**config.mk**
```make
export PLATFORM = sky130hd
export DESIGN_NAME = rob_queue
export DESIGN_NICKNAME = d
export VERILOG_FILES = /design/src/rtl/core/rgba_over_alpha_blender_unit_assert.svh /design/src/rtl/core/rob_pkg.sv /design/src/rtl/core/rob_queue.sv
export SDC_FILE = /design/constraint.sdc
export NUM_CORES = 1
export LEC_CHECK = 0
export BUFFER_PORTS_ARGS = -buffer_cell sky130_fd_sc_hd__buf_2
export CAP_MARGIN = 20
export CELL_PAD_IN_SITES_DETAIL_PLACEMENT = 2
export CELL_PAD_IN_SITES_GLOBAL_PLACEMENT = 2
export CORE_AREA = 4 4 121 123
export DETAILED_ROUTE_END_ITERATION = 7
export DIE_AREA = 0 0 125 127
export MAX_ROUTING_LAYER = met4
export PLACE_DENSITY_LB_ADDON = 0.1
export SLEW_MARGIN = 20
export SYNTH_ARGS = -nofsm -noshare
export SYNTH_HDL_FRONTEND = slang
export SYNTH_SLANG_ARGS = --single-unit
```
**constraint.sdc**
```tcl
create_clock -name clk -period 5.9 [get_ports clk]
set_input_delay 0.885 -clock clk [delete_from_list [all_inputs] [get_ports clk]]
set_output_delay 0.885 -clock clk [all_outputs]
set_load 0.005 [all_outputs]
```
**src/rtl/core/rgba_over_alpha_blender_unit_assert.svh**
```systemverilog
// ----------------------------------------------------------------------------
// Assertion macros for the source-over blender
// Shared property forms; each use expects clk and rst_n in scope.
// ----------------------------------------------------------------------------
`ifndef RGBA_OVER_ALPHA_BLENDER_UNIT_ASSERT_SVH
`define RGBA_OVER_ALPHA_BLENDER_UNIT_ASSERT_SVH

// The consequent must hold in the same cycle as the antecedent.
`define ROB_ASSERT_IMP(label, ante, cons, msg) \
  label: assert property (@(posedge clk) disable iff (!rst_n) (ante) |-> (cons)) \
    else $error(msg);

// The consequent must hold in the cycle after the antecedent.
`define ROB_ASSERT_NXT(label, ante, cons, msg) \
  label: assert property (@(posedge clk) disable iff (!rst_n) (ante) |=> (cons)) \
    else $error(msg);

`endif

```
**src/rtl/core/rob_pkg.sv**
```systemverilog
// ----------------------------------------------------------------------------
// rob_pkg
// Types, register indexes and divide-by-255 helpers for the blender.
// ----------------------------------------------------------------------------
package rob_pkg;

  localparam int unsigned ROB_QUEUE_DEPTH = 2;
  localparam int unsigned CFG_IDX_W       = 4;
  localparam int unsigned DVD_W           = 17;

  localparam logic [CFG_IDX_W-1:0] REG_LAYER_OPACITY = 4'd0;
  localparam logic [CFG_IDX_W-1:0] REG_GRAY_MODE     = 4'd1;

  typedef struct packed {
    logic [7:0] src_red;
    logic [7:0] src_green;
    logic [7:0] src_blue;
    logic [7:0] src_alpha;
    logic [7:0] dst_red;
    logic [7:0] dst_green;
    logic [7:0] dst_blue;
    logic [7:0] dst_alpha;
  } rob_in_t;

  typedef struct packed {
    logic [7:0] out_red;
    logic [7:0] out_green;
    logic [7:0] out_blue;
    logic [7:0] out_alpha;
  } rob_out_t;

  typedef struct packed {
    logic [7:0] opacity;
    logic       gray;
  } rob_cfg_t;

  // A classified pixel: source colours already gray-expanded.
  typedef struct packed {
    rob_in_t    pix;
    logic [7:0] ea;
    logic       bypass;
  } rob_job_t;

  // Lower estimate of x / 255 from a multiply by 257; it is short by at most two.
  function automatic logic [15:0] d255_est(input logic [23:0] x);
    logic [32:0] p;
    p = {9'd0, x} * 33'd257;
    return p[31:16];
  endfunction

  // Corrects the estimate with one remainder and two compares.
  function automatic logic [15:0] d255_fix(input logic [23:0] x, input logic [15:0] q0);
    logic [23:0] prod;
    logic [23:0] r;
    prod = {q0, 8'd0} - {8'd0, q0};
    r    = x - prod;
    if (r >= 24'd510) begin
      return q0 + 16'd2;
    end else if (r >= 24'd255) begin
      return q0 + 16'd1;
    end else begin
      return q0;
    end
  endfunction

endpackage

```
**src/rtl/core/rob_queue.sv**
```systemverilog
// ----------------------------------------------------------------------------
// rob_queue
// Small FIFO between the classifying front and the arithmetic back.
// ----------------------------------------------------------------------------
module rob_queue #(
  parameter int unsigned DEPTH = rob_pkg::ROB_QUEUE_DEPTH
) (
  input  logic              clk,
  input  logic              rst_n,
  input  logic              push_valid,
  output logic              push_ready,
  input  rob_pkg::rob_job_t push_data,
  output logic              pop_valid,
  input  logic              pop_ready,
  output rob_pkg::rob_job_t pop_data
);
  import rob_pkg::*;

  localparam int unsigned PTR_W = (DEPTH > 1) ? $clog2(DEPTH) : 1;
  localparam int unsigned CNT_W = $clog2(DEPTH + 1);
  localparam logic [PTR_W-1:0] PTR_LAST = PTR_W'(DEPTH - 1);
  localparam logic [CNT_W-1:0] CNT_FULL = CNT_W'(DEPTH);

  rob_job_t         mem_r [DEPTH];
  logic [PTR_W-1:0] wr_r, rd_r;
  logic [CNT_W-1:0] cnt_r;
  logic             do_push, do_pop;

  assign push_ready = (cnt_r != CNT_FULL);
  assign pop_valid  = (cnt_r != '0);
  assign pop_data   = mem_r[rd_r];
  assign do_push    = push_valid && push_ready;
  assign do_pop     = pop_valid && pop_ready;

  always_ff @(posedge clk) begin
    if (!rst_n) begin
      wr_r  <= '0;
      rd_r  <= '0;
      cnt_r <= '0;
    end else begin
      if (do_push) begin
        wr_r <= (wr_r == PTR_LAST) ? '0 : wr_r + PTR_W'(1);
      end
      if (do_pop) begin
        rd_r <= (rd_r == PTR_LAST) ? '0 : rd_r + PTR_W'(1);
      end
      if (do_push && !do_pop) begin
        cnt_r <= cnt_r + CNT_W'(1);
      end else if (do_pop && !do_push) begin
        cnt_r <= cnt_r - CNT_W'(1);
      end
    end
  end

  always_ff @(posedge clk) begin
    if (do_push) begin
      mem_r[wr_r] <= push_data;
    end
  end

endmodule

```
== Yosys cells after proc, flatten, opt, wreduce, memory -nomap -nowiden ==
Memory sizes are Yosys's and may differ from the RTL's. A register that Yosys moved wholly into a read port is not among the register bits.
Cells that the tools add are included.
W data, S select, Z words.
Cells by class
  reduce and logical (&&, ||, !) cells: 8
  eq/ne operators: 1
  mux-type cells: 8
  add/subtract/negate cells: 4
Operators with widths (count)
  $mux W1: 6
  $logic_and A1 B1 Y1: 4
  $mux W2: 2
  $reduce_bool A2 Y1: 2
  $add A1 B1 Y1 const B: 2
  $add A2 B1 Y2 const B: 1
  $logic_not A1 Y1: 2
  $ne A2 B2 Y1 const B: 1
  $sub A2 B1 Y2 const B: 1
Word-level totals
  memories: 1
  RAM bits: 146
  logic and storage cells: 25
  register bits after elaboration: 4
  input bits: 77
  output and inout port bits: 75
Memory list
  mem_r: words 2, bits a word 73, rd ports 1, clocked after memory_dff 1, wr ports 1, RTL line rob_queue.sv:24  | rob_job_t mem_r [DEPTH];

== Longest topological paths before layout ==
  word-level depth: 6
  mapped depth: 6
  mapped depth without buffers: 6

== Worst setup path before layout ==
OpenSTA, ideal clock, no wires.
  kind: input to register
  start: input push_valid
  end: memory mem_r[1][0] in the netlist's numbering, enable pin
  library setup time: 0.439 ns
  path buffers: 0
  data required time: 5.461 ns
  data arrival time: 2.642 ns
  slack: 2.818 ns
  stages on the path: 1
  cells stage by stage: and3_1
On the way
  longest elaborated chain between the ends: 3
Ends and longest elaborated chain
  start: declaration: RTL line rob_queue.sv:10  | input logic push_valid,
  $logic_and A1 B1 Y1: RTL line rob_queue.sv:32  | assign do_push = push_valid && push_ready;
  $mux W1: RTL line rob_queue.sv:56  | if (do_push) begin
  $mux W1 (not written as such): RTL line rob_queue.sv:57  | mem_r[wr_r] <= push_data;
  end: declaration: RTL line rob_queue.sv:24
Every way passes these cells.

==> out/results.ini <==
[status]
status=complete, no violations

[timing]
rsz0062_at_grt=false
drv_slew=0
fin_skew_ns=0.00450
setup_viol=0
worst_slack_ns=2.95
finalSetupTns_ns=0
maxSlewHeadroom_pct=29.9
finalCritPeriodShare_pct=49.9
min_period_ns=2.95
tightest_slew_ns=1.05
finalHoldViolations=0
fmax_ghz=0.340

[grt]
grt_pass1_vias=3266
grt_max_degree=74
antenna_found_initial=1
grt_pass1_wl_um=17800
grt_overflow_total=0
grt_usage_pct=15.6

[clocking]
ctsHoldBuffers=0
cts_resized=0
clk_pin_slew_ns=0.06
clock_latency_ns=0.41
clock_path_buffers=2
cts_tree=built
cts_made_buffers=17
cts_sinks=151
cts-root-buf=clkbuf_16
htree_levels=4
postCtsSetupBuffers=0

[power_and_ir_drop]
leakagePower_nw=2.62
vdd_ir_drop_max_mv=0.341
swShare_pct=24.4
power.share.clock_pct=34.1
p_seq_share_pct=47.3
power_density_nw_per_um2=437
combPwrFrac_pct=18.6
p_int_mw=2.32
p_sw_uw=747

[setup_path]
crit_path_end_kind=output port
r2r-start=cnt_r[0]
cp_max_fo=73
start_kind=flop
arrival_ns=2.06
required_ns=5.02
critPathKind=flop to output port
reg2reg_to=mem_r[0][32]
reg2reg_depth=4
rrSetupSlack_ns=3.77

[synth]
syn_area_per_cell_sq_um=21.9
synth-seq-cells=151
synthMuxAreaShare_pct=14.9
synth_top_area_share_pct=79.6
syn_nets=329
yosysWarnings=0
synthXorXnorAreaFrac_pct=0.477
syn_area_sq_um=5510
syn_inst=251
synth-adder-area-share_pct=0.227
synth_compound_area_share_pct=0.636
seq_area_frac_synth_pct=81.4
synth_top_family_by_area=multiplexers
synth_top_cell_by_area=edfxtp_1
synth.area.top_cells=edfxtp_1 80%, mux2_2 15%, dfxtp_1 1.8%, buf_4 0.95%, and2_1 0.45%
synth-simple-area-share_pct=1.18
yosysUniqueCellTypes=20

[job]
max_cap_viol_count=0

[detailed_routing]
via_count=2877
wl_per_cell_um=19.1
drtAntennaViolNets=0
vias_per_cell=4.73
post-route-drc-count=0
drtIter0Drc=171
first_pass_iters=4
wl_um=11600

[place]
detailedPlace.worstSlack_ns=3.34
dp_hpwl_um=7660
post_dp_cell_area_sq_um=6450
numPortBuffers=151
gp_congestion=0.667

[die]
die_area_sq_um=15900
pin_count=152
coreArea_sq_um=13700
die_w_um=125
die_h_um=127
row_count=43
initial_core_util_pct=40.3

[hold_path]
hold_path_class=flop to flop
hold_start=rd_r
holdPathStages=2

[layout]
syn2layout_area_growth_pct=27.5
final_common_cell=buf_2
final_cell_area_sq_um=7020
drive_gt1_share_pct=60.4
final_cell_mix=151 x buf_2, 146 x edfxtp_1, 73 x mux2_2, 17 x clkbuf_16, 8 x clkinv_2
nNetsFinal=492

==> cell type report <==
class                      instances  area, sq um
inverter                           1         5.00
fill                            1281         6650
clock inverter                    13          136
antenna                            1         2.50
tap                              180          225
timing repair buffer             152          763
multi-input combinational         91          966
sequential                       151         4490
clock buffer                      19          433
==> kinds of logic after synthesis <==
kind of cell    after synthesis
flops                       151
buf+inv                       9
mux                          73
compound gates                5
fa+ha+maj                     1
xor+xnor                      3
simple gates                  9
==> metal layers <==
| metal | global-route usage, % | wire length [um] | up-vias |
|---|---|---|---|
| li1 | - | - | 1325 |
| met1 | 16.9 | 4520 | 1447 |
| met2 | 26.7 | 6370 | 87 |
| met3 | 4.35 | 511 | 18 |
| met4 | 7.27 | 242 | 0 |
| met5 | - | 0 | - |
==> stage by stage <==
step           instances  hold WS [ns]  utilization [%]  total power, mW
2_1_floorplan        251         0.512                -             1.79
3_3_place_gp         575         0.533             47.2             2.04
3_5_place_dp         575         0.579             47.2             2.06
4_1_cts              607         0.599             51.3             3.12
5_1_grt              608         0.623             51.4             3.23
6_report             608         0.590             51.4             3.07
==> flip-flops by register name, summed over array words and instances (netlist names), named ones only <==
register,cells
mem_r,146
cnt_r,2
rd_r,1
wr_r,1
==> worst max-delay path, stage by stage, from the launching register on <==
cell	delay (ns)
dfxtp_4	0.97
mux2_2	0.44
buf_2	0.13
==> worst max path at each step <==
stage / start / cells after the start / end / slack, ns
detailed placement: push_valid / 4 / mem_r[0][9] / 3.34
finish: flop / 2 / pop_data[68] / 2.95
global route: flop / 2 / pop_data[68] / 2.82
global placement: push_valid / 4 / mem_r[0][4] / 3.34
floorplan: push_valid / 1 / mem_r[1][0] / 2.82
CTS: flop / 2 / pop_data[68] / 2.92
==> Yosys cell counts, drive strengths merged <==
cell / n
and2: 4
xor2: 1
ha: 1
xnor2: 2
buf: 8
or2: 1
mux2: 73
a21bo: 1
and3: 1
o21ai: 2
dfxtp: 5
a21boi: 2
nand2b: 1
or3: 1
edfxtp: 146
inv: 1
nand3b: 1
==> power by group through the flow <==
stage | sequential, mW | clock, mW | combinational (mW)
after floorplan | 1.39 | 0 | 0.393
after global placement | 1.47 | 0 | 0.569
after detailed placement | 1.48 | 0 | 0.583
after CTS | 1.46 | 1.07 | 0.590
after global routing | 1.47 | 1.13 | 0.626
final | 1.45 | 1.04 | 0.569
Power figures use the tool's default switching activity.
