$ cat src/rtl/core/rgba_over_alpha_blender_unit_assert.svh
// ----------------------------------------------------------------------------
// Assertion macros for the source-over blender
// Shared property forms; each use expects clk and rst_n in scope.
// ----------------------------------------------------------------------------
`ifndef RGBA_OVER_ALPHA_BLENDER_UNIT_ASSERT_SVH
`define RGBA_OVER_ALPHA_BLENDER_UNIT_ASSERT_SVH

// The consequent must hold in the same cycle as the antecedent.
`define ROB_ASSERT_IMP(label, ante, cons, msg) \
  label: assert property (@(posedge clk) disable iff (!rst_n) (ante) |-> (cons)) \
    else $error(msg);

// The consequent must hold in the cycle after the antecedent.
`define ROB_ASSERT_NXT(label, ante, cons, msg) \
  label: assert property (@(posedge clk) disable iff (!rst_n) (ante) |=> (cons)) \
    else $error(msg);

`endif

$ cat src/rtl/core/rob_pkg.sv
// ----------------------------------------------------------------------------
// rob_pkg
// Types, register indexes and divide-by-255 helpers for the blender.
// ----------------------------------------------------------------------------
package rob_pkg;

  localparam int unsigned ROB_QUEUE_DEPTH = 2;
  localparam int unsigned CFG_IDX_W       = 4;
  localparam int unsigned DVD_W           = 17;

  localparam logic [CFG_IDX_W-1:0] REG_LAYER_OPACITY = 4'd0;
  localparam logic [CFG_IDX_W-1:0] REG_GRAY_MODE     = 4'd1;

  typedef struct packed {
    logic [7:0] src_red;
    logic [7:0] src_green;
    logic [7:0] src_blue;
    logic [7:0] src_alpha;
    logic [7:0] dst_red;
    logic [7:0] dst_green;
    logic [7:0] dst_blue;
    logic [7:0] dst_alpha;
  } rob_in_t;

  typedef struct packed {
    logic [7:0] out_red;
    logic [7:0] out_green;
    logic [7:0] out_blue;
    logic [7:0] out_alpha;
  } rob_out_t;

  typedef struct packed {
    logic [7:0] opacity;
    logic       gray;
  } rob_cfg_t;

  // A classified pixel: source colours already gray-expanded.
  typedef struct packed {
    rob_in_t    pix;
    logic [7:0] ea;
    logic       bypass;
  } rob_job_t;

  // Lower estimate of x / 255 from a multiply by 257; it is short by at most two.
  function automatic logic [15:0] d255_est(input logic [23:0] x);
    logic [32:0] p;
    p = {9'd0, x} * 33'd257;
    return p[31:16];
  endfunction

  // Corrects the estimate with one remainder and two compares.
  function automatic logic [15:0] d255_fix(input logic [23:0] x, input logic [15:0] q0);
    logic [23:0] prod;
    logic [23:0] r;
    prod = {q0, 8'd0} - {8'd0, q0};
    r    = x - prod;
    if (r >= 24'd510) begin
      return q0 + 16'd2;
    end else if (r >= 24'd255) begin
      return q0 + 16'd1;
    end else begin
      return q0;
    end
  endfunction

endpackage

$ cat src/rtl/core/rob_front.sv
// ----------------------------------------------------------------------------
// rob_front
// Takes input beats, applies gray mode and works out the effective alpha.
// ----------------------------------------------------------------------------
module rob_front (
  input  logic              clk,
  input  logic              rst_n,
  input  logic              in_valid,
  output logic              in_ready,
  input  rob_pkg::rob_in_t  in_data,
  input  rob_pkg::rob_cfg_t cfg,
  output logic              job_valid,
  input  logic              job_ready,
  output rob_pkg::rob_job_t job
);
  import rob_pkg::*;

  logic        fen;
  logic        f1_v_r, f2_v_r, f3_v_r;
  rob_in_t     pix_nxt;
  logic [15:0] prod_nxt;
  rob_in_t     f1_pix_r, f2_pix_r;
  logic [15:0] f1_prod_r;
  logic [23:0] x_nxt, f2_x_r;
  logic [15:0] f2_q0_r;
  logic [15:0] ea_full;
  rob_job_t    f3_job_r;

  assign fen      = !f3_v_r || job_ready;
  assign in_ready = fen;

  always_comb begin
    pix_nxt = in_data;
    if (cfg.gray) begin
      pix_nxt.src_green = in_data.src_red;
      pix_nxt.src_blue  = in_data.src_red;
    end
    prod_nxt = {8'd0, in_data.src_alpha} * {8'd0, cfg.opacity};
  end

  assign x_nxt   = {8'd0, f1_prod_r} + 24'd127;
  assign ea_full = d255_fix(f2_x_r, f2_q0_r);

  always_ff @(posedge clk) begin
    if (!rst_n) begin
      f1_v_r <= 1'b0;
      f2_v_r <= 1'b0;
      f3_v_r <= 1'b0;
    end else if (fen) begin
      f1_v_r <= in_valid;
      f2_v_r <= f1_v_r;
      f3_v_r <= f2_v_r;
    end
  end

  always_ff @(posedge clk) begin
    if (fen) begin
      f1_pix_r        <= pix_nxt;
      f1_prod_r       <= prod_nxt;
      f2_pix_r        <= f1_pix_r;
      f2_x_r          <= x_nxt;
      f2_q0_r         <= d255_est(x_nxt);
      f3_job_r.pix    <= f2_pix_r;
      f3_job_r.ea     <= ea_full[7:0];
      f3_job_r.bypass <= (ea_full[7:0] == 8'd0);
    end
  end

  assign job_valid = f3_v_r;
  assign job       = f3_job_r;

endmodule

$ cat config.mk
export PLATFORM = sky130hd
export DESIGN_NAME = rob_front
export DESIGN_NICKNAME = d
export VERILOG_FILES = /design/src/rtl/core/rgba_over_alpha_blender_unit_assert.svh /design/src/rtl/core/rob_pkg.sv /design/src/rtl/core/rob_front.sv
export SDC_FILE = /design/constraint.sdc
export NUM_CORES = 1
export LEC_CHECK = 0
export ABC_AREA = 1
export BUFFER_PORTS_ARGS = -buffer_cell sky130_fd_sc_hd__buf_2
export CORE_MARGIN = 5
export CORE_UTILIZATION = 35
export DETAILED_ROUTE_END_ITERATION = 16
export GPL_TIMING_DRIVEN = 0
export PLACE_DENSITY_LB_ADDON = 0.15
export SLEW_MARGIN = 20
export SYNTH_ARGS = -nofsm -noshare
export SYNTH_HDL_FRONTEND = slang
export SYNTH_SLANG_ARGS = --single-unit
$ cat constraint.sdc
create_clock -name clk -period 6.15 [get_ports clk]
set_clock_uncertainty 0.15 [all_clocks]
set_input_delay 0.615 -clock clk [delete_from_list [all_inputs] [get_ports clk]]
set_output_delay 0.615 -clock clk [all_outputs]
set_load 0.005 [all_outputs]
; ---- After elaboration in Yosys (flattened, before gate mapping)
; Index checks and enable logic that the tools add are counted.
[totals]
elab_cells = 47
output_inout_bits = 75
latch_bits = 0
inputBits = 77
n_memories = 0
ff_bits = 254
mem_bits_rw = 0
rom_bits = 0
[classes]
n_mux = 3
n_eq_ne = 0
div = 0
n_mul = 2
reduce_logical = 3
n_lt_le_gt_ge = 2
bitwise_logic = 0
addsub = 5
n_shift = 0
[op_table]
columns = operator, n
row1 = $mul A17 B9 Y26 const B, 1
row2 = $ge A24 B8 Y1 const B, 1
row3 = $ge A24 B9 Y1 const B, 1
row4 = $sub A24 B24 Y24, 1
row5 = $sub A18 B10 Y19, 1
row6 = $add A16 B7 Y17 const B, 1
row7 = $mul A8 B8 Y16, 1
row8 = $mux W16, 1
row9 = $mux W8, 2
row10 = $add A8 B1 Y8 const B, 1
row11 = $add A8 B2 Y8 const B, 1
row12 = $logic_not A8 Y1, 1
row13 = $logic_not A1 Y1, 1
row14 = $logic_or A1 B1 Y1, 1

; ---- Longest topological paths before layout
; Gate-level depths: netlist of run 1.
[depth]
depth_word = 6
mapped_depth = 29
mapped_depth_nobuf = 28

; ---- Worst setup path after synthesis of run 1
; Ideal clock, no wire load.
[synth_timing]
path_kind = input -> output
start = in job_ready
end = out in_ready
arrival_time_ps = 5436
stages = 2
required_ps = 5385
path_slack_ps = -51
n_path_buf = 0
path_cell_list = nor2_1 inv_1
[synth_via]
elab_chain_len = 1
[synth_lines]
columns = item, line_no
row1 = start: declaration, rob_front.sv:13  ; input logic job_ready,
row2 = $logic_or A1 B1 Y1, rob_front.sv:29  ; assign fen = !f3_v_r || job_ready;
row3 = end: declaration, rob_front.sv:9  ; output logic in_ready,
; No other way between the ends.

; ---- Final worst setup path of run 1
[layout_timing]
start = in in_data[33] (netlist name)
end = reg f1_prod_r[15] (data pin)
[layout_via]
elab_chain_len = 1
[layout_lines]
columns = item, line_no
row1 = start: declaration, rob_front.sv:10  ; input rob_pkg::rob_in_t in_data,
row2 = $mul A8 B8 Y16, rob_front.sv:38  ; prod_nxt = {8'd0, in_data.src_alpha} * {8'd0, cfg.opacity};
row3 = net prod_nxt[15], rob_front.sv:21  ; logic [15:0] prod_nxt;
row4 = end signal: assignment, rob_front.sv:59  ; f1_prod_r <= prod_nxt;
row5 = end: declaration, rob_front.sv:23  ; logic [15:0] f1_prod_r;
; The timed path passes the listed nets, and every way through them passes these cells.
; A chain may end at the register's enable or synchronous reset.

==> out/results.txt, run 1 <==
Status = complete, no violations
Layout cells sized above 1 = 0.1948
Clk pin slew, worst setup/hold paths = 0.06 ns
Fillers = 3392
Worst flop-to-flop path endpoint = job[0]
Reg2reg setup slack = 1.78 ns
Synth cell types = 43
Post-CTS Setup Bufs = 0
CTS tree = yes
Vias = 7840
FF-to-FF path depth = 27
Fin crit share = 0.8142
Largest cells by area after synthesis = edfxtp_1 (58%), ha_1 (8.3%), nand2_1 (7.3%)
Fin util = 0.4229
Max-slew violations = 0
GR Overflow Total = 0
Initial Util = 0.3557
Yosys top cell area share = 0.5777
Number of CTS-inserted buffers = 27
Boundary Pins = 152
Multi-input gate area = 4484 um2
Main synth FF type = edfxtp_1
Hpwl dp = 18.96 mm
Sequential share of the synthesized area = 0.5824
Final WS setup = 1.142 ns
Syn Inst Count = 1100
Vias in the first global route = 7910
DRT Wirelength = 25.02 mm
Die Area = 40150 um2
Arr. time, crit path = 5.15 ns
Power Total = 7.054 mW
Crit Path Category = in -> reg
Port buffer count = 143
Detailed-route DRC error count = 0
Final ANT Viol Nets = 0
Area grow syn2layout = 18.88%
Fmax = 199.7 MHz
Via/cell ratio = 4.452
Gpl congestion = 0.8270
Clk sink count = 247
DP Cell Count = 1712
Largest net degree at the start of global routing = 38
Worst VDD drop = 0.0001894 V
Final instance area = 15080 um2
Max-cap viol count = 0
Crit path required time = 6.29 ns
Slew @ Worst Pin = 0.6051 ns
Top-count cell post-synth = nand2_1
Die X = 200.4 um
DP Worst Slack = 0.5306 ns
Later-pin clock latency in the skew report = 0.55 ns
Synth area leader = edfxtp_1
Pre-antenna DRT Iters = 5
Post-Syn Nets = 1298
Tmin final = 5.008 ns
Die Y = 200.4 um
Core box area = 35660 um2
Startpoint Class = input port
Hold Path Origin = in_data[28]
Final Hold Fails = 0
Post-CTS resize count = 0
Most instantiated cells after synthesis = nand2_1 (246), edfxtp_1 (244), inv_1 (179)
Register area = 7387 um2
Synth Register Bits = 247
Nets@finish = 1478
Root Buffer = clkbuf_16
Initial DRC count = 271
CTS H-Tree Depth = 1
Reg-to-Reg Start = f2_q0_r[1]
Ys Warns = 0
Lkg Pwr = 7.051 nW
Hold Path Depth = 1
First-pass GRT wire length = 40.72 mm
RSZ-0062 raised after global routing = false
Post-synth ARST share = 0
Rows = 69
DP Area = 14150 um2
Pwr dens = 467.8 nW/um2
Setup-failing EPs final = 0
Drt wl/cell = 14.21 um
Worst hold path type = in -> reg
Crit path max fanout = 8
Initial antenna violation count = 2
Avg Synthesized Cell Area = 11.53 um2
Total track usage = 0.1229
Worst Hold End = f1_pix_r[28]
Hold-fix buffers, CTS = 0
Slew headroom = 0.5957
Count of flip-flops with a built-in enable after synthesis = 244
Max Buffers Root-to-Sink = 3
Crit end category = register
Non-filler cells, final = 1761
Synthesized area = 12680 um2
==> flip-flops by register name, indices dropped and copies added (netlist names) <==
| name | count |
|---|---|
| f2_pix_r | 64 |
| job | 73 |
| f2_v_r | 1 |
| f2_x_r | 17 |
| f1_prod_r | 16 |
| job_valid | 1 |
| f2_q0_r | 10 |
| f1_v_r | 1 |
| f1_pix_r | 64 |
==> area by class of cell <==
class | count | area share
Antenna cell | 1 | 0.0001660
Buffer | 23 | 0.008049
Timing Repair Buffer | 151 | 0.05908
Clock inverter | 19 | 0.01577
Clock buffer | 29 | 0.04531
Inverter | 184 | 0.04605
Multi-Input combinational cell | 646 | 0.2974
Sequential cell | 247 | 0.4899
Tap cell | 461 | 0.03825
==> per-layer routing <==
layer	share of wire	wire [um]	track usage	up-vias
li1	-	-	-	3993
met1	0.45	11300	0.1608	3663
met2	0.48	11920	0.2098	134
met3	0.043	1073	0.02345	48
met4	0.028	708	0.03540	2
met5	0.00028	7	0	-
==> metrics by stage <==
| step | hold slack [ns] | TNS (ns) |
|---|---|---|
| after global placement | 0.2502 | -194.63 |
| final | 0.09653 | 0 |
| after CTS | 0.05543 | 0 |
| after detailed placement | 0.2545 | 0 |
| after global routing | 0.06563 | 0 |
| after floorplan | 0.2503 | 0 |
==> critical path, stage by stage <==
cell and delay (ns):
buf_2 0.10, clkbuf_1 0.23, nand2_1 0.12, inv_1 0.06
fa_1 0.46, fa_1 0.55, inv_1 0.05, fa_1 0.46
fa_1 0.54, inv_1 0.04, ha_1 0.33, nand2_1 0.06
o21ai_0 0.28, nand2_1 0.08, nand2_1 0.07, a21oi_1 0.08
o21ai_0 0.28, a21oi_1 0.10, o21ai_0 0.26, a21oi_1 0.10
nor2_1 0.09, nor2_1 0.05, xor2_1 0.13
==> cell usage in the layout (no fill, tap or decap), drive strengths merged, types with 37 or more instances in the layout <==
master  instances
nor2           67
xor2           42
fa             37
buf           158
nand2         261
nand3          44
inv           187
ha             84
clkbuf         45
edfxtp        244
==> where the power goes <==
part | switching, mW | internal [mW] | leakage, nW
registers | 0.119 | 2.20 | 2.62
clock network | 0.662 | 1.02 | 0.454
logic | 1.92 | 1.14 | 3.98
==> how the worst max path moves through the flow <==
| stage | startpoint | endpoint | slack, ns |
|---|---|---|---|
| after floorplan | job_ready | f1_pix_r[0] | 0.98 |
| after global placement | job_ready | in_ready | -0.86 |
| after detailed placement | in_data[33] | f1_prod_r[15] | 0.53 |
| after CTS | in_data[33] | f1_prod_r[15] | 1.13 |
| after global routing | in_data[33] | f1_prod_r[15] | 0.82 |
| final | in_data[33] | f1_prod_r[15] | 1.14 |
==> logic make-up (layout without fill, tap and decap cells) <==
logic type / after synthesis / after routing / share of synthesized area
xor+xnor: 49 / 49 / 0.03384
compound gates: 64 / 64 / 0.02713
buf+inv: 207 / 406 / 0.06402
simple gates: 411 / 411 / 0.1510
flops: 247 / 247 / 0.5824
other cells: 1 / 2 / 0.0002957
fa+ha+maj: 121 / 121 / 0.1413
Power figures use the tool's default switching activity.
==> run 2, diff against run 1 <==
==> constraint.sdc (replaced) <==
create_clock -name clk -period 4.9 [get_ports clk]
set_clock_uncertainty 0.15 [all_clocks]
set_input_delay 0.49 -clock clk [delete_from_list [all_inputs] [get_ports clk]]
set_output_delay 0.49 -clock clk [all_outputs]
set_load 0.005 [all_outputs]
==> run 2 against run 1 <==
Combinational power rose by 25%. Cell count rose by 2.4%. Critical path depth fell by 5. Power rose by 24%. Flip-flop and latch count did not move. Non-clock buffer count rose by 41. Sequential power rose by 25%. Count of clock-buffer cells in the layout rose by 4. Hold slack got worse by 0.029 ns. Largest power group unchanged.
==> out/results.txt, run 2 (synthesized netlist as in run 1, its figures left out) <==
Max Buffers Root-to-Sink = 3 (unchanged)
Slew @ Worst Pin = 0.5337 ns (-0.07145 ns)
Gpl congestion = 0.8283 (+0.16%)
DP Worst Slack = -0.5055 ns (-1.036 ns)
Power Total = 8.738 mW (+24%)
Worst hold path type = in -> reg
Max-cap viol count = 0 (unchanged)
Fmax = 219.5 MHz
Tmin final = 4.555 ns
First-pass GRT wire length = 41.83 mm (+2.7%)
Boundary Pins = 152 (unchanged)
Crit Path Category = in -> reg
Fin crit share = 0.9297
Largest net degree at the start of global routing = 35 (-7.9%)
Setup tns final = 0 ns (unchanged)
Number of CTS-inserted buffers = 28 (+3.7%)
Crit path max fanout = 8 (unchanged)
Crit-path max cell delay = 0.55 ns (about the same)
Initial Util = 0.3557 (unchanged)
Reg2reg setup slack = 0.63 ns (-1.15 ns)
FF-to-FF path depth = 22 (-19%)
CTS tree = yes
Setup-failing EPs final = 0 (unchanged)
Ant diodes = 0 (-1)
Nets@finish = 1520 (+2.8%)
Rows = 69 (unchanged)
Most common cell after layout, fill and taps aside = nand2_1
Detailed-route DRC error count = 0 (unchanged)
Startpoint Class = input port
CP delay by family, top = adder cells
Hpwl dp = 18.84 mm (-0.63%)
CP max stage cell = fa_1
Lkg Pwr = 7.232 nW (+2.6%)
Final Hold Fails = 0 (unchanged)
Commonest non-fill, non-tap cells in the layout = nand2_1 (246), edfxtp_1 (244), inv_1 (178)
Status = complete, no violations
GR Overflow Total = 0 (unchanged)
Post-CTS Setup Bufs = 0 (unchanged)
Port buffer count = 143 (unchanged)
Total track usage = 0.1254 (+0.002479)
Cell Chain, Critical Path = clkbuf_1 -> nand2_1 -> fa_1 -> fa_1 -> inv_1 -> fa_1 -> fa_1 -> ha_1 -> nand2_1 -> o21ai_0 -> a21oi_1 -> o21bai_1 -> nand2_1 -> nand2_1 -> a21oi_1 -> o21ai_0 -> a21oi_1 -> xor2_1
Hold Path Depth = 3 (+2)
Max-slew violations = 0 (unchanged)
Final WS setup = 0.3445 ns (-0.7979 ns)
Pre-antenna DRT Iters = 4 (-1)
Worst Hold End = f1_v_r
Crit path required time = 5.03 ns (-1.26 ns)
Root Buffer = clkbuf_16
RSZ-0062 raised after global routing = false
Later-pin clock latency in the skew report = 0.54 ns (about the same)
CP Buf/Inv Count = 2 (-3)
Die Y = 200.4 um (unchanged)
Layout cells sized above 1 = 0.1884 (-0.006381)
Fillers = 3371 (-0.62%)
Die Area = 40150 um2 (unchanged)
Die X = 200.4 um (unchanged)
Setup crit start = cfg[7]
Vias = 7896 (+0.71%)
Initial antenna violation count = 0 (-2)
CTS H-Tree Depth = 1 (unchanged)
Initial DRC count = 272 (+0.37%)
DRT Wirelength = 24.79 mm (-0.89%)
Vias in the first global route = 8289 (+4.8%)
Core box area = 35660 um2 (unchanged)
Pwr dens = 563.5 nW/um2 (+20%)
Hold Path Origin = in_valid
Arr. time, crit path = 4.69 ns (-0.46 ns)
Largest register FFs = 73 (unchanged)
Crit end category = register
Final ANT Viol Nets = 0 (unchanged)
Reg-to-Reg Start = f1_prod_r[0]
Clk sink count = 247 (unchanged)
Via/cell ratio = 4.377 (-1.7%)
Fin util = 0.4349 (+0.01204)
Drt wl/cell = 13.74 um (-3.2%)
WHS = 0.06788 ns (-0.02865 ns)
Slew headroom = 0.6442 (+0.04848)
Area grow syn2layout = 22.27%
Worst flop-to-flop path endpoint = f2_q0_r[7]
Clk pin slew, worst setup/hold paths = 0.05 ns (about the same)
Worst VDD drop = 0.0002399 V (+27%)
[run 2: cell types whose count changed in the layout (fill, tap and decap cells not counted), moves of 3 or more]
cell / previous run / this run
bufinv_16: 5 / 2
clkinv_2: 4 / 7
dlygate4sd3_1: 0 / 49
o21ai_1: 1 / 4
o21ai_0: 28 / 25
clkbuf_1: 18 / 12
[run 2: layout make-up]
class                   count  area, um2  area share
flip-flops and latches    247       7387      0.4764
multi-input cells         646       4492      0.2897
plain buffers              15      91.34    0.005890
clock inverters            18      143.9    0.009279
well taps                 461      576.8     0.03720
repair buffers            200       1381     0.08907
inverters                 184      694.4     0.04478
clock buffers              33      740.7     0.04776
[run 2: worst max path at each step]
| stage | depth (start not counted) | end | slack (ns) |
|---|---|---|---|
| finish | 18 | f1_prod_r[14] | 0.34 |
| global route | 23 | f2_q0_r[8] | 0.06 |
| CTS | 18 | f1_prod_r[15] | 0.03 |
| detailed placement | 23 | f1_prod_r[15] | -0.51 |
| global placement | 3 | job[6] | -1.86 |
| floorplan | 22 | f1_prod_r[15] | 0.04 |
[run 2: stage by stage]
stage	area (um2)	instances
detailed placement	14160	1712
finish	15510	1804
CTS	15540	1812
global placement	13990	1704
global route	15510	1804
floorplan	12690	1100
[run 2: timing repair]
action                                  CTS  global route
endpoints found under the setup margin    0             2
gates resized for setup                   0             2
hold buffers                             49             0
endpoints found under the hold margin    49             0
[run 2: power by group]
group	total (mW)	internal [mW]	switching (mW)	leakage, nW
sequential	2.91	2.76	0.146	2.62
clock	1.99	1.18	0.804	0.440
combinational	3.84	1.45	2.39	4.18
total	8.74	5.40	3.34	7.23
[run 2: layer usage]
| metal | routed length [um] | vias up | global-route usage |
|---|---|---|---|
| li1 | - | 4074 | - |
| met1 | 11100 | 3664 | 0.1595 |
| met2 | 12160 | 127 | 0.2195 |
| met3 | 1023 | 31 | 0.02490 |
| met4 | 511 | 0 | 0.03417 |
| met5 | 0 | - | 0 |
[run 2: worst register-to-register path, cell delays in order, from the launching register on]
cell       delay (ns)
edfxtp_1         0.32
inv_1            0.09
ha_1             0.25
inv_1            0.08
nor2_1           0.05
nand2_1          0.09
nand3_1          0.11
nor2_1           0.20
nand4_1          0.20
nor2_1           0.16
xnor2_1          0.17
inv_1            0.14
ha_1             0.32
ha_1             0.31
ha_1             0.35
nand4_1          0.12
nand3b_1         0.17
o2111ai_1        0.12
nand2_1          0.09
inv_1            0.11
nand2_1          0.10
nor3_2           0.22
xor2_1           0.09
==> run 3, diff against run 2 <==
--- a/config.mk
+++ b/config.mk
@@ -7,6 +7,7 @@
 export LEC_CHECK = 0
 export ABC_AREA = 1
 export BUFFER_PORTS_ARGS = -buffer_cell sky130_fd_sc_hd__buf_2
+export CORE_ASPECT_RATIO = 0.5
 export CORE_MARGIN = 5
 export CORE_UTILIZATION = 35
 export DETAILED_ROUTE_END_ITERATION = 16
==> run 3 against run 2 <==
Worst setup slack got worse by 0.013 ns. Global-route usage increased by 0.13 points. Sequential share of layout area increased by 0.31 points. Combinational power increased by 2%. Die area increased by 0.57%. Largest power group unchanged. Highest routed layer unchanged.
==> out/results.txt, run 3 (synthesized netlist as in run 1, its figures left out) <==
DP Worst Slack = -0.5051 ns (+0.0004420 ns)
Initial antenna violation count = 0 (unchanged)
Layout cells sized above 1 = 0.1871 (-0.001258)
Max-cap viol count = 0 (unchanged)
Hpwl dp = 19.54 mm (+3.7%)
Max-slew violations = 0 (unchanged)
Arr. time, crit path = 4.69 ns (about the same)
WHS = 0.03994 ns (-0.02793 ns)
Initial DRC count = 365 (+34%)
Initial Util = 0.3536 (-0.002085)
Clk pin slew, worst setup/hold paths = 0.06 ns (about the same)
Final ANT Viol Nets = 0 (unchanged)
Via/cell ratio = 4.410 (+0.77%)
Nets@finish = 1516 (-0.26%)
Vias = 8027 (+1.7%)
Most common cell after layout, fill and taps aside = nand2_1
Max Buffers Root-to-Sink = 3 (unchanged)
GR Overflow Total = 0 (unchanged)
Total track usage = 0.1267 (+0.001263)
Pre-antenna DRT Iters = 5 (+1)
Final WS setup = 0.3311 ns (-0.01347 ns)
Gpl congestion = 0.8499 (+2.6%)
DRT Wirelength = 25.36 mm (+2.3%)
Worst VDD drop = 0.0002520 V (+5.1%)
Die Area = 40380 um2 (+0.57%)
Worst hold path type = in -> reg
Detailed-route DRC error count = 0 (unchanged)
Commonest non-fill, non-tap cells in the layout = nand2_1 (246), edfxtp_1 (244), inv_1 (178)
CTS tree = yes
Fmax = 218.9 MHz (-0.29%)
Final Hold Fails = 0 (unchanged)
Lkg Pwr = 7.162 nW (-0.96%)
Crit path required time = 5.02 ns (about the same)
Rows = 49 (-29%)
First-pass GRT wire length = 41.50 mm (-0.79%)
Drt wl/cell = 13.93 um (+1.4%)
Pwr dens = 562.2 nW/um2 (-0.24%)
Vias in the first global route = 8408 (+1.4%)
Area grow syn2layout = 21.47%
Slew headroom = 0.5075 (-0.1367)
Boundary Pins = 152 (unchanged)
Status = complete, no violations
RSZ-0062 raised after global routing = false
Fin crit share = 0.9324 (+0.002749)
Tmin final = 4.569 ns (+0.01347 ns)
Ant diodes = 0 (unchanged)
Largest register FFs = 73 (unchanged)
Number of CTS-inserted buffers = 25 (-11%)
Core box area = 35870 um2 (+0.59%)
Root Buffer = clkbuf_16
Crit path max fanout = 8 (unchanged)
Post-CTS Setup Bufs = 0 (unchanged)
Die X = 279.2 um (+39%)
Fin util = 0.4295 (-0.005375)
Slew @ Worst Pin = 0.7372 ns (+0.2036 ns)
Setup-failing EPs final = 0 (unchanged)
Later-pin clock latency in the skew report = 0.54 ns (about the same)
Clk sink count = 247 (unchanged)
CTS H-Tree Depth = 1 (unchanged)
Startpoint Class = input port
Die Y = 144.6 um (-28%)
Largest net degree at the start of global routing = 41 (+17%)
Crit Path Category = in -> reg
Crit end category = register
Port buffer count = 143 (unchanged)
-- run 3: cell type report --
type                       instances  area (um2)
buffer                            16       98.84
tap                              484       605.6
clock buffer                      27       633.1
timing repair buffer             198        1344
inverter                         184       694.4
sequential                       247        7387
multi-input combinational        646        4492
clock inverter                    18       151.4
fill                            3394       20460
-- run 3: final timing paths --
kind	startpoint	to	slack [ns]	cells past startpoint
worst min register to register	f2_pix_r[42]	job[51]	0.26	0
worst max-delay path	cfg[5]	f1_prod_r[15]	0.33	22
worst max register to register	f2_q0_r[1]	job[0]	0.60	27
worst min-delay path	rst_n	job_valid	0.04	2
-- run 3: what timing repair did --
item                                    CTS  global route
gates resized for setup                   0             8
endpoints found under the hold margin    48             0
endpoints found under the setup margin    0             2
hold buffers                             48             0
-- run 3: per-stage QoR --
stage               power (mW)  setup TNS [ns]  cell area [um2]  std cells
global route             9.448               0            15410       1820
CTS                      8.790               0            15430       1827
finish                   8.661               0            15410       1820
floorplan                5.883               0            12690       1100
global placement         6.804         -360.67            14020       1727
detailed placement       6.856          -1.291            14160       1734
-- run 3: power breakdown --
group          switching (mW)  total (mW)  internal (mW)
combinational            2.46        3.92           1.45
sequential              0.154        2.92           2.76
clock                   0.786        1.83           1.04
-- run 3: critical path: stages --
cell,delay (ns)
clkbuf_2,0.18
nand2_1,0.11
inv_1,0.06
fa_1,0.44
fa_1,0.54
inv_1,0.05
fa_1,0.46
fa_1,0.54
inv_1,0.04
ha_1,0.34
nand2_1,0.07
o21ai_0,0.26
nand2_1,0.08
nand2_1,0.07
a21oi_1,0.09
o21ai_1,0.21
a21oi_1,0.10
o21ai_1,0.19
a21oi_1,0.09
nor2_1,0.09
nor2_1,0.05
xor2_1,0.13
-- run 3: per-layer routing --
layer | GRT usage | part of all wire | vias up
li1 | - | - | 4067
met1 | 0.1533 | 0.43 | 3818
met2 | 0.2314 | 0.50 | 107
met3 | 0.02759 | 0.040 | 35
met4 | 0.03561 | 0.024 | 0
met5 | 0 | 0 | -
